===== src/brz_pkg.sv =====
package brz_pkg;

  localparam int FRAC  = 8;
  localparam int CRDW  = 7;
  localparam int QW    = CRDW + FRAC;
  localparam int RW    = QW + 2 * FRAC;
  localparam int LW    = 10;
  localparam int SMPW  = 16;
  localparam int WW    = 2 * FRAC + 2;
  localparam int PRODW = SMPW + WW + 1;
  localparam int SUMW  = PRODW + 2;
  localparam int RESW  = SUMW - 2 * FRAC;

  localparam logic OP_LOAD  = 1'b0;
  localparam logic OP_QUERY = 1'b1;

  typedef enum logic [2:0] {
    REG_SRC_W   = 3'd0,
    REG_SRC_H   = 3'd1,
    REG_TGT_W   = 3'd2,
    REG_TGT_H   = 3'd3,
    REG_SCALE_X = 3'd4,
    REG_SCALE_Y = 3'd5,
    REG_FILL    = 3'd6,
    REG_KEEP    = 3'd7
  } reg_idx_t;

  typedef struct packed {
    logic [CRDW-1:0]   sw;
    logic [CRDW-1:0]   sh;
    logic [11:0]       tw;
    logic [11:0]       th;
    logic [15:0]       sx;
    logic [15:0]       sy;
    logic signed [15:0] fill;
    logic              keep;
  } cfg_t;

  typedef struct packed {
    logic              valid;
    logic              op;
    logic [1:0]        ch;
    logic              ch_ok;
    logic              ld_ok;
    logic [LW-1:0]     ld_row;
    logic [LW-1:0]     ld_col;
    logic [SMPW-1:0]   smp;
    logic              pad;
    logic              satx;
    logic              saty;
    logic [RW-1:0]     remx;
    logic [RW-1:0]     remy;
    logic [QW-1:0]     qx;
    logic [QW-1:0]     qy;
  } item_t;

  typedef struct packed {
    logic                  valid;
    logic                  pad;
    logic signed [SUMW-1:0] sum;
  } acc_t;

endpackage


===== src/brz_div.sv =====
module brz_div (
  input  logic           clk,
  input  logic           rst_n,
  input  logic           adv,
  input  brz_pkg::cfg_t  cfg,
  input  brz_pkg::item_t d_in,
  output brz_pkg::item_t d_out
);

  brz_pkg::item_t chain [brz_pkg::QW+1];

  assign chain[0] = d_in;

  // one quotient bit per stage, both axes side by side
  for (genvar k = 0; k < brz_pkg::QW; k++) begin : g_stage
    localparam int B = brz_pkg::QW - 1 - k;
    brz_pkg::item_t stage_r, stage_nxt;
    logic [brz_pkg::RW-1:0] tx, ty;

    always_comb begin
      tx        = brz_pkg::RW'(cfg.sx) << B;
      ty        = brz_pkg::RW'(cfg.sy) << B;
      stage_nxt = chain[k];
      if (chain[k].remx >= tx) begin
        stage_nxt.remx  = chain[k].remx - tx;
        stage_nxt.qx[B] = 1'b1;
      end
      if (chain[k].remy >= ty) begin
        stage_nxt.remy  = chain[k].remy - ty;
        stage_nxt.qy[B] = 1'b1;
      end
    end

    always_ff @(posedge clk) begin
      if (!rst_n) begin
        stage_r.valid <= 1'b0;
      end else if (adv) begin
        stage_r <= stage_nxt;
      end
    end

    assign chain[k+1] = stage_r;
  end

  assign d_out = chain[brz_pkg::QW];

endmodule


===== config.mk =====
export PLATFORM = sky130hd
export DESIGN_NAME = brz_div
export DESIGN_NICKNAME = d
export VERILOG_FILES = /design/src/brz_pkg.sv /design/src/brz_div.sv
export SDC_FILE = /design/constraint.sdc
export NUM_CORES = 2
export LEC_CHECK = 0
export ABC_AREA = 1
export BUFFER_PORTS_ARGS = -buffer_cell sky130_fd_sc_hd__buf_2
export CAP_MARGIN = 20
export CORE_MARGIN = 10
export CORE_UTILIZATION = 55
export DETAILED_ROUTE_END_ITERATION = 16
export GPL_ROUTABILITY_DRIVEN = 0
export MAX_ROUTING_LAYER = met4
export PLACE_DENSITY = 0.77
export SYNTH_ARGS = -nofsm -noshare
export SYNTH_HDL_FRONTEND = slang
export SYNTH_SLANG_ARGS = --single-unit

===== constraint.sdc =====
create_clock -name clk -period 133.3 [get_ports clk]
set_input_delay 13.33 -clock clk [delete_from_list [all_inputs] [get_ports clk]]
set_output_delay 13.33 -clock clk [all_outputs]
set_load 0.1 [all_outputs]

==> impl_metrics.yaml <==
routing:
  antenna_left: 0
  post_drt_wl_per_cell_um: 16.2
  wirelength_um: 258000
  first_pass_iters: 7
  drc: 0
  vias_per_cell: 5.31
  drt_iter0_markers: 7126
  num_vias: 84216
layout:
  area_growth_pct: 9.59
  final_cell_mix: "4566 x nand2_1, 2040 x edfxtp_1, 1667 x inv_1"
  drive_gt1_frac: 0.0694
  final_common_cell: "nand2_1"
  fillCellCount: 16958
  layout.nets: 13746
logic_synthesis:
  synth_area_um2: 112000
  synthCells: 12667
  ys_seq_elements: 2055
  async_reset_ff_frac: 0
  yosys_warnings: 0
  synth_top_flop_cell: "edfxtp_1"
  synth-edff-count: 2040
  yosysSeqAreaShare: 0.548
  yosysUniqueCellTypes: 50
  syn_avg_cell_area_um2: 8.87
  syn_nets: 13404
cts:
  clockBufferDepth: 3
  cts-resized-gates: 0
  cts_tree: "done"
  cts_made_buffers: 211
  cts_hold_buf: 0
  path_clk_slew_ns: 0.06
  cts_setup_buffers: 0
  cts.sinks: 2055
  cts.root.buffer_cell: "clkbuf_16"
  htreeDepth: 4
  clock_latency_ns: 0.92
power:
  power.internal_uw: 1200
  power_switching_share: 0.292
  p_leak_uw: 0.0543
  p_switching_uw: 494
  combPwrFrac: 0.187
  seqPwrFrac: 0.463
  p_per_area_nw_per_um2: 13.7
  pwr-share-clk: 0.350
  ir_worst_vdd_mv: 0.0151
worst_setup_path:
  critPathLaunchType: "input pin"
  cp.required_ns: 133.77
  r2r_cells: 9
  worst-setup-path-type: "input pin to flip-flop"
  r2r_setup_slack_ns: 129.68
  critical_path_arrival_ns: 18.62
  endpoint_kind: "flip-flop"
  critical_path_peak_fanout: 175
  reg2reg_to: "chain[740]$_DFFE_PP_"
  rr_startpoint: "chain[866]$_DFFE_PP_"
timing:
  maxSlewViolCount: 0
  finalSetupViolations: 0
  max_freq_mhz: 55.1
  worstMarginPinSlew_ns: 1.10
  period_share: 0.136
  fin_crit_ns: 18.14
  skew_ns: 0.0843
  rsz0062_at_grt: "no"
  fin_setup_tns_ns: 0
  timing.slew.headroom: 0.267
  hold_viol: 0
  setup_ws_ns: 115.16
hold_path:
  min_path_cells: 0
  worstHoldPathType: "flip-flop to flip-flop"
  hp-start: "chain[702]$_DFFE_PP_"
  min_to: "chain[565]$_DFFE_PP_"
placed_design:
  pre_cts_ws_ns: 114.16
  io_buffers: 308
  place_hpwl_um: 191000
global_route:
  grt_usage: 0.233
  grt_pass1_wl_um: 408000
  grt_pass1_vias: 80366
  grt-ovfl-total: 0
  grt_max_degree: 190
  antenna_found_initial: 1
die:
  die_y_um: 472
  rows: 165
  dieArea_um2: 223000
  initial_utilization: 0.554
  die_x_um: 472
  core_area_um2: 203000
  io_pins: 364
job:
  max_cap_violations: 0
status:
  run_status: "finished clean"
==> per-stage QoR <==
| stage | util | cell area, µm² | std cells | hold slack [ns] | power (µW) |
|---|---|---|---|---|---|
| after floorplan | - | 112000 | 12667 | 0.400 | 1080 |
| after global placement | 0.572 | 116000 | 15467 | 0.400 | 1100 |
| after detailed placement | 0.572 | 116000 | 15467 | 0.405 | 1110 |
| after CTS | 0.607 | 123000 | 15861 | 0.361 | 1700 |
| after global routing | 0.607 | 123000 | 15864 | 0.368 | 1770 |
| final | 0.607 | 123000 | 15864 | 0.364 | 1690 |
==> how the worst max path moves through the flow <==
stage,endpoint,startpoint,cells after the start
5_1_grt,chain[2032]$_DFFE_PP_,adv,8
2_1_floorplan,chain[1000]$_DFFE_PP_,adv,3
3_3_place_gp,chain[1668]$_DFFE_PP_,adv,8
3_5_place_dp,chain[1668]$_DFFE_PP_,adv,8
6_report,chain[1569]$_DFFE_PP_,adv,8
4_1_cts,chain[1531]$_DFFE_PP_,adv,8
==> sequential cells by signal (all words and copies together), names as in the netlist <==
name,flops
chain,1918
d_out,137
==> layout make-up <==
| class | instances | area [µm²] | share of cell area |
|---|---|---|---|
| inverters | 1690 | 6360 | 0.0516 |
| multi-input cells | 8680 | 42700 | 0.347 |
| diodes | 2 | 5.00 | 0.0000406 |
| well taps | 2672 | 3340 | 0.0272 |
| clock inverters | 159 | 1750 | 0.0142 |
| repair buffers | 371 | 2060 | 0.0167 |
| clock buffers | 235 | 5370 | 0.0436 |
| flip-flops and latches | 2055 | 61600 | 0.500 |
==> power by group through the flow <==
stage,logic [µW],registers (µW),clock network (µW)
floorplan,241,841,0
global placement,304,795,0
detailed placement,310,796,0
CTS,311,782,606
global route,356,786,632
finish,317,783,592
==> critical path: stages <==
cell	delay [ns]
buf_2	0.23
nand2_1	0.18
inv_8	0.60
buf_4	0.78
buf_4	0.78
buf_4	0.74
buf_12	0.58
buf_4	0.89
==> cell usage after synthesis, types with 15 or more instances <==
| cell type | instances | share of area |
|---|---|---|
| a21oi_2 | 28 | 0.0022 |
| and2_1 | 22 | 0.0012 |
| xor2_1 | 259 | 0.020 |
| xnor2_1 | 53 | 0.0041 |
| nor3_1 | 147 | 0.0065 |
| o21bai_1 | 33 | 0.0022 |
| nand3_1 | 810 | 0.036 |
| buf_2 | 46 | 0.0020 |
| nand3b_1 | 68 | 0.0045 |
| inv_1 | 1668 | 0.056 |
| buf_4 | 172 | 0.011 |
| edfxtp_1 | 2040 | 0.55 |
| inv_2 | 19 | 0.00063 |
| nand2_1 | 4566 | 0.15 |
| nor2_1 | 1110 | 0.037 |
| o21ai_0 | 179 | 0.0080 |
| fa_1 | 30 | 0.0053 |
| buf_6 | 19 | 0.0019 |
| nor2_2 | 24 | 0.0013 |
| a21oi_1 | 500 | 0.022 |
| o21ai_1 | 17 | 0.00076 |
| or2_2 | 47 | 0.0026 |
| ha_1 | 480 | 0.053 |
| nand4_1 | 166 | 0.0092 |
| nand2_2 | 36 | 0.0020 |
| dfxtp_1 | 15 | 0.0027 |
==> cells by family after synthesis <==
kind of cell / share of synthesized area
AND/OR/NAND/NOR: 0.258
flip-flops: 0.548
buffers and inverters: 0.0722
AO/OA/AOI/OAI: 0.0390
adder cells (fa/ha/maj): 0.0588
XOR/XNOR: 0.0243
==> per-layer routing <==
layer | GRT usage | part of all wire
met5 | - | 0
met4 | 0.118 | 0.057
met3 | 0.0331 | 0.065
met2 | 0.379 | 0.46
met1 | 0.284 | 0.41
Note: power is estimated with default switching activity, not from simulation.
